--- src/rtl/core/efb_pkg.sv ---
// Shared types and constants for the escaped frame builder.
package efb_pkg;

    localparam logic [7:0] SOF_BYTE   = 8'hFE;
    localparam logic [7:0] EOF_BYTE   = 8'hFF;
    localparam logic [7:0] ESC_BYTE   = 8'hFE;
    localparam logic [7:0] ESC_FOR_FF = 8'hFD;
    localparam logic [7:0] ESC_FOR_FE = 8'hFC;
    localparam logic [7:0] LEN_OFFSET = 8'd4;
    localparam logic [7:0] SRC_RESET  = 8'h90;
    localparam logic [7:0] DST_RESET  = 8'h91;

    localparam int CFG_IDX_W = 8;
    localparam logic [CFG_IDX_W-1:0] REG_SOURCE_PORT = 8'd0;
    localparam logic [CFG_IDX_W-1:0] REG_TARGET_PORT = 8'd1;

    typedef struct packed {
        logic        first;
        logic        final_mark;
        logic        escaped;
        logic [7:0]  data;
        logic [7:0]  esc_code;
        logic [7:0]  len_byte;
        logic [7:0]  src_port;
        logic [7:0]  dst_port;
        logic [15:0] addr;
    } efb_desc_t;

    typedef enum logic [3:0] {
        PH_START,
        PH_SOF,
        PH_LEN,
        PH_SRC,
        PH_DST,
        PH_ALO,
        PH_AHI,
        PH_DATA0,
        PH_DATA1,
        PH_TRAIL
    } efb_phase_t;

endpackage

--- src/rtl/core/efb_if.sv ---
// Channel interfaces: payload input, line output, configuration write.
interface efb_in_if;
    logic        valid;
    logic        ready;
    logic [7:0]  payload_byte;
    logic        is_first;
    logic        is_final;
    logic [7:0]  payload_count;
    logic [15:0] remote_address;

    modport source (output valid, payload_byte, is_first, is_final, payload_count,
                    remote_address, input ready);
    modport sink (input valid, payload_byte, is_first, is_final, payload_count,
                  remote_address, output ready);
endinterface

interface efb_out_if;
    logic       valid;
    logic       ready;
    logic [7:0] line_byte;
    logic       run_done;
    logic       frame_done;

    modport source (output valid, line_byte, run_done, frame_done, input ready);
    modport sink (input valid, line_byte, run_done, frame_done, output ready);
endinterface

interface efb_cfg_if;
    logic       valid;
    logic       ready;
    logic [7:0] index;
    logic [7:0] data;

    modport source (output valid, index, data, input ready);
    modport sink (input valid, index, data, output ready);
endinterface

--- src/rtl/core/efb_front.sv ---
// Front end: config registers, item classification and descriptor register.
module efb_front
    import efb_pkg::*;
(
    input  logic            clk,
    input  logic            rst_n,
    efb_in_if.sink          payload,
    efb_cfg_if.sink         cfg,
    output efb_desc_t       desc,
    output logic            push_valid,
    input  logic            push_ready
);

    logic [7:0] src_port_reg, src_port_next;
    logic [7:0] dst_port_reg, dst_port_next;
    logic       ent_valid_reg, ent_valid_next;
    efb_desc_t  ent_reg, ent_next;
    logic       accept;

    assign cfg.ready = 1'b1;

    always_comb
    begin
        src_port_next = src_port_reg;
        dst_port_next = dst_port_reg;
        if (cfg.valid)
        begin
            if (cfg.index == REG_SOURCE_PORT)
                src_port_next = cfg.data;
            else if (cfg.index == REG_TARGET_PORT)
                dst_port_next = cfg.data;
        end
    end

    assign payload.ready = !ent_valid_reg || push_ready;
    assign accept        = payload.valid && payload.ready;

    always_comb
    begin
        ent_next            = ent_reg;
        ent_next.first      = payload.is_first;
        ent_next.final_mark = payload.is_final;
        ent_next.escaped    = (payload.payload_byte == 8'hFF) ||
                              (payload.payload_byte == 8'hFE);
        ent_next.data       = ent_next.escaped ? ESC_BYTE : payload.payload_byte;
        ent_next.esc_code   = (payload.payload_byte == 8'hFF) ? ESC_FOR_FF : ESC_FOR_FE;
        ent_next.len_byte   = payload.payload_count + LEN_OFFSET;
        ent_next.src_port   = src_port_reg;
        ent_next.dst_port   = dst_port_reg;
        ent_next.addr       = payload.remote_address;
    end

    always_comb
    begin
        ent_valid_next = ent_valid_reg;
        if (accept)
            ent_valid_next = 1'b1;
        else if (push_ready)
            ent_valid_next = 1'b0;
    end

    always_ff @(posedge clk or negedge rst_n)
    begin
        if (!rst_n)
        begin
            src_port_reg  <= SRC_RESET;
            dst_port_reg  <= DST_RESET;
            ent_valid_reg <= 1'b0;
        end
        else
        begin
            src_port_reg  <= src_port_next;
            dst_port_reg  <= dst_port_next;
            ent_valid_reg <= ent_valid_next;
        end
    end

    always_ff @(posedge clk)
    begin
        if (accept)
            ent_reg <= ent_next;
    end

    assign desc       = ent_reg;
    assign push_valid = ent_valid_reg;

endmodule

--- src/rtl/core/efb_queue.sv ---
// Two-entry descriptor queue between front and back.
module efb_queue
    import efb_pkg::*;
(
    input  logic      clk,
    input  logic      rst_n,
    input  efb_desc_t wr_desc,
    input  logic      wr_valid,
    output logic      wr_ready,
    output efb_desc_t rd_desc,
    output logic      rd_valid,
    input  logic      rd_pop
);

    efb_desc_t  mem_reg [2];
    logic       wr_ptr_reg, wr_ptr_next;
    logic       rd_ptr_reg, rd_ptr_next;
    logic [1:0] count_reg, count_next;
    logic       do_push;

    assign wr_ready = (count_reg != 2'd2);
    assign do_push  = wr_valid && wr_ready;
    assign rd_valid = (count_reg != 2'd0);
    assign rd_desc  = mem_reg[rd_ptr_reg];

    always_comb
    begin
        wr_ptr_next = wr_ptr_reg ^ do_push;
        rd_ptr_next = rd_ptr_reg ^ rd_pop;
        count_next  = count_reg + {1'b0, do_push} - {1'b0, rd_pop};
    end

    always_ff @(posedge clk or negedge rst_n)
    begin
        if (!rst_n)
        begin
            wr_ptr_reg <= 1'b0;
            rd_ptr_reg <= 1'b0;
            count_reg  <= 2'd0;
        end
        else
        begin
            wr_ptr_reg <= wr_ptr_next;
            rd_ptr_reg <= rd_ptr_next;
            count_reg  <= count_next;
        end
    end

    always_ff @(posedge clk)
    begin
        if (do_push)
            mem_reg[wr_ptr_reg] <= wr_desc;
    end

endmodule

--- src/rtl/core/efb_back.sv ---
// Back end: byte sequencer with registered line output.
module efb_back
    import efb_pkg::*;
(
    input  logic      clk,
    input  logic      rst_n,
    input  efb_desc_t desc,
    input  logic      desc_valid,
    output logic      pop,
    efb_out_if.source line
);

    efb_phase_t step_reg, step_next;
    efb_phase_t cur;
    logic       out_valid_reg, out_valid_next;
    logic [7:0] byte_reg, byte_next;
    logic       run_reg, run_next;
    logic       frame_reg, frame_next;
    logic       load;
    logic       last;

    assign load = desc_valid && (!out_valid_reg || line.ready);
    assign cur  = (step_reg == PH_START) ? (desc.first ? PH_SOF : PH_DATA0) : step_reg;

    // byte and flags for the current phase
    always_comb
    begin
        byte_next  = desc.data;
        frame_next = 1'b0;
        last       = 1'b0;
        unique case (cur)
            PH_SOF:   byte_next = SOF_BYTE;
            PH_LEN:   byte_next = desc.len_byte;
            PH_SRC:   byte_next = desc.src_port;
            PH_DST:   byte_next = desc.dst_port;
            PH_ALO:   byte_next = desc.addr[7:0];
            PH_AHI:   byte_next = desc.addr[15:8];
            PH_DATA0:
            begin
                byte_next = desc.data;
                last      = !desc.escaped && !desc.final_mark;
            end
            PH_DATA1:
            begin
                byte_next = desc.esc_code;
                last      = !desc.final_mark;
            end
            PH_TRAIL:
            begin
                byte_next  = EOF_BYTE;
                frame_next = 1'b1;
                last       = 1'b1;
            end
            default:  byte_next = desc.data;
        endcase
        run_next = last;
        pop      = load && last;
    end

    // next phase
    always_comb
    begin
        step_next = step_reg;
        if (load)
        begin
            if (last)
                step_next = PH_START;
            else
            begin
                unique case (cur)
                    PH_SOF:   step_next = PH_LEN;
                    PH_LEN:   step_next = PH_SRC;
                    PH_SRC:   step_next = PH_DST;
                    PH_DST:   step_next = PH_ALO;
                    PH_ALO:   step_next = PH_AHI;
                    PH_AHI:   step_next = PH_DATA0;
                    PH_DATA0: step_next = desc.escaped ? PH_DATA1 : PH_TRAIL;
                    PH_DATA1: step_next = PH_TRAIL;
                    default:  step_next = PH_START;
                endcase
            end
        end
    end

    always_comb
    begin
        out_valid_next = out_valid_reg;
        if (load)
            out_valid_next = 1'b1;
        else if (line.ready)
            out_valid_next = 1'b0;
    end

    always_ff @(posedge clk or negedge rst_n)
    begin
        if (!rst_n)
        begin
            step_reg      <= PH_START;
            out_valid_reg <= 1'b0;
        end
        else
        begin
            step_reg      <= step_next;
            out_valid_reg <= out_valid_next;
        end
    end

    always_ff @(posedge clk)
    begin
        if (load)
        begin
            byte_reg  <= byte_next;
            run_reg   <= run_next;
            frame_reg <= frame_next;
        end
    end

    assign line.valid      = out_valid_reg;
    assign line.line_byte  = byte_reg;
    assign line.run_done   = run_reg;
    assign line.frame_done = frame_reg;

    a_trailer_closes_run: assert property (@(posedge clk) disable iff (!rst_n)
        line.valid && line.frame_done |-> line.run_done && (line.line_byte == EOF_BYTE))
        else $error("trailer byte without run end");

    a_mid_item_has_head: assert property (@(posedge clk) disable iff (!rst_n)
        step_reg != PH_START |-> desc_valid)
        else $error("sequencer mid item with empty queue");

    a_pop_resets_step: assert property (@(posedge clk) disable iff (!rst_n)
        pop |=> step_reg == PH_START)
        else $error("sequencer not back at item start after pop");

endmodule

--- src/rtl/core/escaped_frame_builder.sv ---
// Top level: byte-stuffing framer with header and trailer insertion.
// An accepted item reaches the line through the front reg, the queue and the out reg.
// Throughput: one line byte per cycle while line.ready holds; an item emits 1 to 9 bytes,
// one sequencer step each, so mid-frame unescaped payload bytes sustain one item per cycle.
// The two-entry queue lets the front keep accepting while the sequencer emits a header, until it fills.
// Reset: asynchronous active low; clears control state, ports reset to 0x90 and 0x91.
module escaped_frame_builder
    import efb_pkg::*;
(
    input  logic      clk,
    input  logic      rst_n,
    efb_in_if.sink    payload,
    efb_cfg_if.sink   cfg,
    efb_out_if.source line
);

    efb_desc_t front_desc;
    efb_desc_t head_desc;
    logic      push_valid;
    logic      q_ready;
    logic      head_valid;
    logic      head_pop;

    efb_front u_front (
        .clk        (clk),
        .rst_n      (rst_n),
        .payload    (payload),
        .cfg        (cfg),
        .desc       (front_desc),
        .push_valid (push_valid),
        .push_ready (q_ready)
    );

    efb_queue u_queue (
        .clk      (clk),
        .rst_n    (rst_n),
        .wr_desc  (front_desc),
        .wr_valid (push_valid),
        .wr_ready (q_ready),
        .rd_desc  (head_desc),
        .rd_valid (head_valid),
        .rd_pop   (head_pop)
    );

    efb_back u_back (
        .clk        (clk),
        .rst_n      (rst_n),
        .desc       (head_desc),
        .desc_valid (head_valid),
        .pop        (head_pop),
        .line       (line)
    );

endmodule

--- src/flat_wrapper.sv ---
// flat-port wrapper written by rule: the top's interface ports become plain ports
module escaped_frame_builder_flat import efb_pkg::*;
  (clk, rst_n, payload_valid, payload_payload_byte, payload_is_first, payload_is_final, payload_payload_count, payload_remote_address, payload_ready, cfg_valid, cfg_index, cfg_data, cfg_ready, line_valid, line_line_byte, line_run_done, line_frame_done, line_ready);
  efb_in_if payload_i ();
  efb_cfg_if cfg_i ();
  efb_out_if line_i ();
  input  logic clk;
  input  logic rst_n;
  input wire logic [$bits(payload_i.valid)-1:0] payload_valid;
  input wire logic [$bits(payload_i.payload_byte)-1:0] payload_payload_byte;
  input wire logic [$bits(payload_i.is_first)-1:0] payload_is_first;
  input wire logic [$bits(payload_i.is_final)-1:0] payload_is_final;
  input wire logic [$bits(payload_i.payload_count)-1:0] payload_payload_count;
  input wire logic [$bits(payload_i.remote_address)-1:0] payload_remote_address;
  output wire logic [$bits(payload_i.ready)-1:0] payload_ready;
  input wire logic [$bits(cfg_i.valid)-1:0] cfg_valid;
  input wire logic [$bits(cfg_i.index)-1:0] cfg_index;
  input wire logic [$bits(cfg_i.data)-1:0] cfg_data;
  output wire logic [$bits(cfg_i.ready)-1:0] cfg_ready;
  output wire logic [$bits(line_i.valid)-1:0] line_valid;
  output wire logic [$bits(line_i.line_byte)-1:0] line_line_byte;
  output wire logic [$bits(line_i.run_done)-1:0] line_run_done;
  output wire logic [$bits(line_i.frame_done)-1:0] line_frame_done;
  input wire logic [$bits(line_i.ready)-1:0] line_ready;
  assign payload_i.valid = payload_valid;
  assign payload_i.payload_byte = payload_payload_byte;
  assign payload_i.is_first = payload_is_first;
  assign payload_i.is_final = payload_is_final;
  assign payload_i.payload_count = payload_payload_count;
  assign payload_i.remote_address = payload_remote_address;
  assign payload_ready = payload_i.ready;
  assign cfg_i.valid = cfg_valid;
  assign cfg_i.index = cfg_index;
  assign cfg_i.data = cfg_data;
  assign cfg_ready = cfg_i.ready;
  assign line_valid = line_i.valid;
  assign line_line_byte = line_i.line_byte;
  assign line_run_done = line_i.run_done;
  assign line_frame_done = line_i.frame_done;
  assign line_i.ready = line_ready;
  escaped_frame_builder u_core (.clk(clk), .rst_n(rst_n), .payload(payload_i), .cfg(cfg_i), .line(line_i));
endmodule
--- config.mk ---
export PLATFORM = sky130hd
export DESIGN_NAME = escaped_frame_builder_flat
export DESIGN_NICKNAME = d
export VERILOG_FILES = /design/src/rtl/core/efb_pkg.sv /design/src/rtl/core/efb_if.sv /design/src/rtl/core/efb_front.sv /design/src/rtl/core/efb_queue.sv /design/src/rtl/core/efb_back.sv /design/src/rtl/core/escaped_frame_builder.sv /design/src/flat_wrapper.sv
export SDC_FILE = /design/constraint.sdc
export NUM_CORES = 1
export LEC_CHECK = 0
export BUFFER_PORTS_ARGS = -buffer_cell sky130_fd_sc_hd__buf_2
export CAP_MARGIN = 25
export CORE_MARGIN = 4
export CORE_UTILIZATION = 59
export CTS_CLUSTER_DIAMETER = 200
export DETAILED_ROUTE_END_ITERATION = 16
export GPL_TIMING_DRIVEN = 0
export PLACE_DENSITY = 0.79
export SYNTH_ARGS = -nofsm -noshare
export SYNTH_HDL_FRONTEND = slang
export SYNTH_SLANG_ARGS = --single-unit
--- constraint.sdc ---
create_clock -name clk -period 6.1 [get_ports clk]
set_input_delay 1.22 -clock clk [delete_from_list [all_inputs] [get_ports clk]]
set_output_delay 1.22 -clock clk [all_outputs]
set_load 0.02 [all_outputs]
==> out/results.ini <==
[clocking]
hold_buffers = 0
clk_latency_ns = 0.42
post_cts_resized = 0
cts_buffers = 17
clock-sinks = 192
cts_buffer_depth = 2
cts_tree = done
cts.clk_slew.worst_paths_ns = 0.07
cts_root_buffer = clkbuf_16
post_cts_buffers = 0
htreeDepth = 4

[worst_setup_path]
worstSetupEndpointType = primary output
cp-start-kind = flop
cp_data_arrival_time_ns = 1.19
cp_max_fo = 4
path_class = flop to primary output
cp.required_ns = 4.88

[die]
pin_count = 68
initial_utilization_pct = 60.5
dieArea_sq_um = 14200
core_sq_um = 12100
die_x_um = 119
num_rows = 40
die_h_um = 119

[sta]
fin_crit_sh_pct = 39.5
rsz0062_at_grt = no
worst_pin_slew_ns = 0.690
setup_viol = 0
timing.fmax_mhz = 415
skew_ns = 0.00609
relSlewSlack_pct = 53.7
timing.final.ws_setup_ns = 3.69
hold_viol_final = 0
finalCriticalPeriod_ns = 2.41
slew_viol_final = 0
finalSetupTns_ns = 0

[drt]
dr.pass1.iters = 4
avgRoutedWirePerCell_um = 18.9
ant_nets = 0
drc = 0
finalWirelength_um = 13000
routed_via_density = 5.53
vias = 3796
drtIter0Drc = 308

[synth]
synth_cell_type_count = 45
synth_top_cell_area_share_pct = 68.3
syn_area_sq_um = 7300
syn_area_per_cell_sq_um = 17.5
synth.area.top_cells = edfxtp_1, dfrtp_1, mux2i_1, mux2_2, dfstp_2
synth_area_leader_cell = edfxtp_1
synthFlopType = edfxtp_1
postSynthRegisterBits = 192
synth-edff-count = 166
syn-instance-count = 417
yosys_warnings = 0
seq_area_frac_synth_pct = 77.3
synth_nets = 477
async_flop_share_pct = 13.5

[global_route]
grt_max_degree = 41
antenna_found_initial = 0
grt_overflow = 0
grt_pass1_wl_um = 20700
grt_pass1_vias = 3964
track_usage_pct = 19.5

[cells_and_area]
largest_register_ff_count = 104
drive_gt1_share_pct = 28.2
diodes = 0
nets = 565
syn2layout_area_growth_pct = 15.8

[run_status]
status = completed

[placement]
port_buffers = 66
gp_congestion = 0.864
dp_worst_setup_slack_ns = 3.32
dp_hpwl_um = 8780

[flow_run]
cap_violations = 0

[hold_path]
hold_class = flop to flop

[power_and_ir_drop]
ir_worst_vdd_mv = 0.223
p_per_area_nw_per_um2 = 488
leakagePower_nw = 3.20

[report_power, final]
group	switching [mW]	total, mW	internal (mW)	leakage (nW)
clock network	0.452	1.01	0.560	0.258
logic	0.704	1.12	0.411	1.04
registers	0.110	2.00	1.89	1.90
total	1.27	4.12	2.86	3.20
[critical path: stages, from the launching register on]
cell and delay, ns:
dfrtp_1 0.40, nand3b_1 0.19, buf_2 0.18
[metrics by stage]
stage	power (mW)	cell area (sq um)	cells	hold WS, ns	utilization (%)
2_1_floorplan	2.76	7300	417	0.419	-
3_3_place_gp	3.07	7840	651	0.427	65.0
3_5_place_dp	3.14	7910	654	0.432	65.5
4_1_cts	4.15	8450	686	0.445	70.1
5_1_grt	4.33	8450	686	0.460	70.1
6_report	4.12	8450	686	0.442	70.1
[area by class of cell]
| type | instances | area (sq um) |
|---|---|---|
| inverter | 9 | 33.8 |
| tap | 168 | 210 |
| buffer | 28 | 153 |
| clock buffer | 18 | 429 |
| fill | 779 | 3610 |
| multi-input combinational | 188 | 1480 |
| timing repair buffer | 69 | 390 |
| clock inverter | 14 | 118 |
| sequential | 192 | 5640 |
[Yosys cell counts (all sizes together), types with 2 or more instances]
cell	n
dfrtp	21
and4b	2
nand3	5
or2	3
xor2	3
o21ai	5
a211o	5
nor4	2
mux2	19
a21oi	4
nor2	13
mux2i	38
nand4	2
nor2b	4
nand2	9
nor3	8
nand2b	4
o22ai	10
and2	3
inv	9
xnor2	4
buf	18
dfstp	5
o2111ai	2
a21o	2
a221oi	6
a22oi	13
o211ai	3
nand4bb	3
ha	5
edfxtp	166
clkbuf	10
[metal layers]
layer	wire length [um]	up-vias	track usage (%)
met5	0	-	0
met2	6970	123	31.9
li1	-	1785	-
met4	147	0	8.91
met1	5260	1876	24.6
met3	628	12	4.75
[final timing paths]
kind | from | cells after the start | endpoint | slack [ns]
min | u_core.u_front.desc[31]$_DFFE_PP_ | 0 | u_core.u_queue.mem_reg[0][31]$_DFFE_PP_ | 0.44
max reg2reg | u_core.u_back.step_reg[2]$_DFFE_PN0P_ | 9 | u_core.u_queue.count_reg[1]$_DFF_PN0_ | 3.81
max in group asynchronous | rst_n | 1 | u_core.u_front.dst_port_reg[1]$_DFFE_PN0P_ | 4.85
min reg2reg | u_core.u_front.desc[31]$_DFFE_PP_ | 0 | u_core.u_queue.mem_reg[0][31]$_DFFE_PP_ | 0.44
max | u_core.u_queue.count_reg[0]$_DFF_PN0_ | 2 | payload_ready | 3.69
min in group asynchronous | rst_n | 1 | u_core.u_back.line.valid$_DFFE_PN0P_ | 0.81
[kinds of logic (layout without fill, tap and decap cells)]
group,after synthesis,count (layout),synth area share [%]
AOI/OAI and AO/OA,56,56,5.57
xor gates and xnor gates,7,7,0.840
adders and majority gates,5,5,0.857
buffers and inverters,37,138,2.55
DFF,192,192,77.3
muxes,57,57,8.14
other,1,1,0.0514
and+or+nand+nor,62,62,4.68
[layout by cell type, fill, tap and decap left out, drive strengths merged, types with 3 or more instances in the layout]
cell,instances
xor2,3
mux2i,38
ha,5
o22ai,10
nand4bb,3
clkbuf,28
clkinv,7
or2,3
nor3,8
nand2,9
edfxtp,166
a21oi,4
mux2,19
inv,11
dfrtp,21
o21ai,5
nor2,13
a22oi,13
a211o,5
nand3,5
buf,87
and2,3
nor2b,4
a221oi,6
clkinvlp,4
o211ai,3
dfstp,5
xnor2,4
nand2b,4
Power figures use the tool's default switching activity.
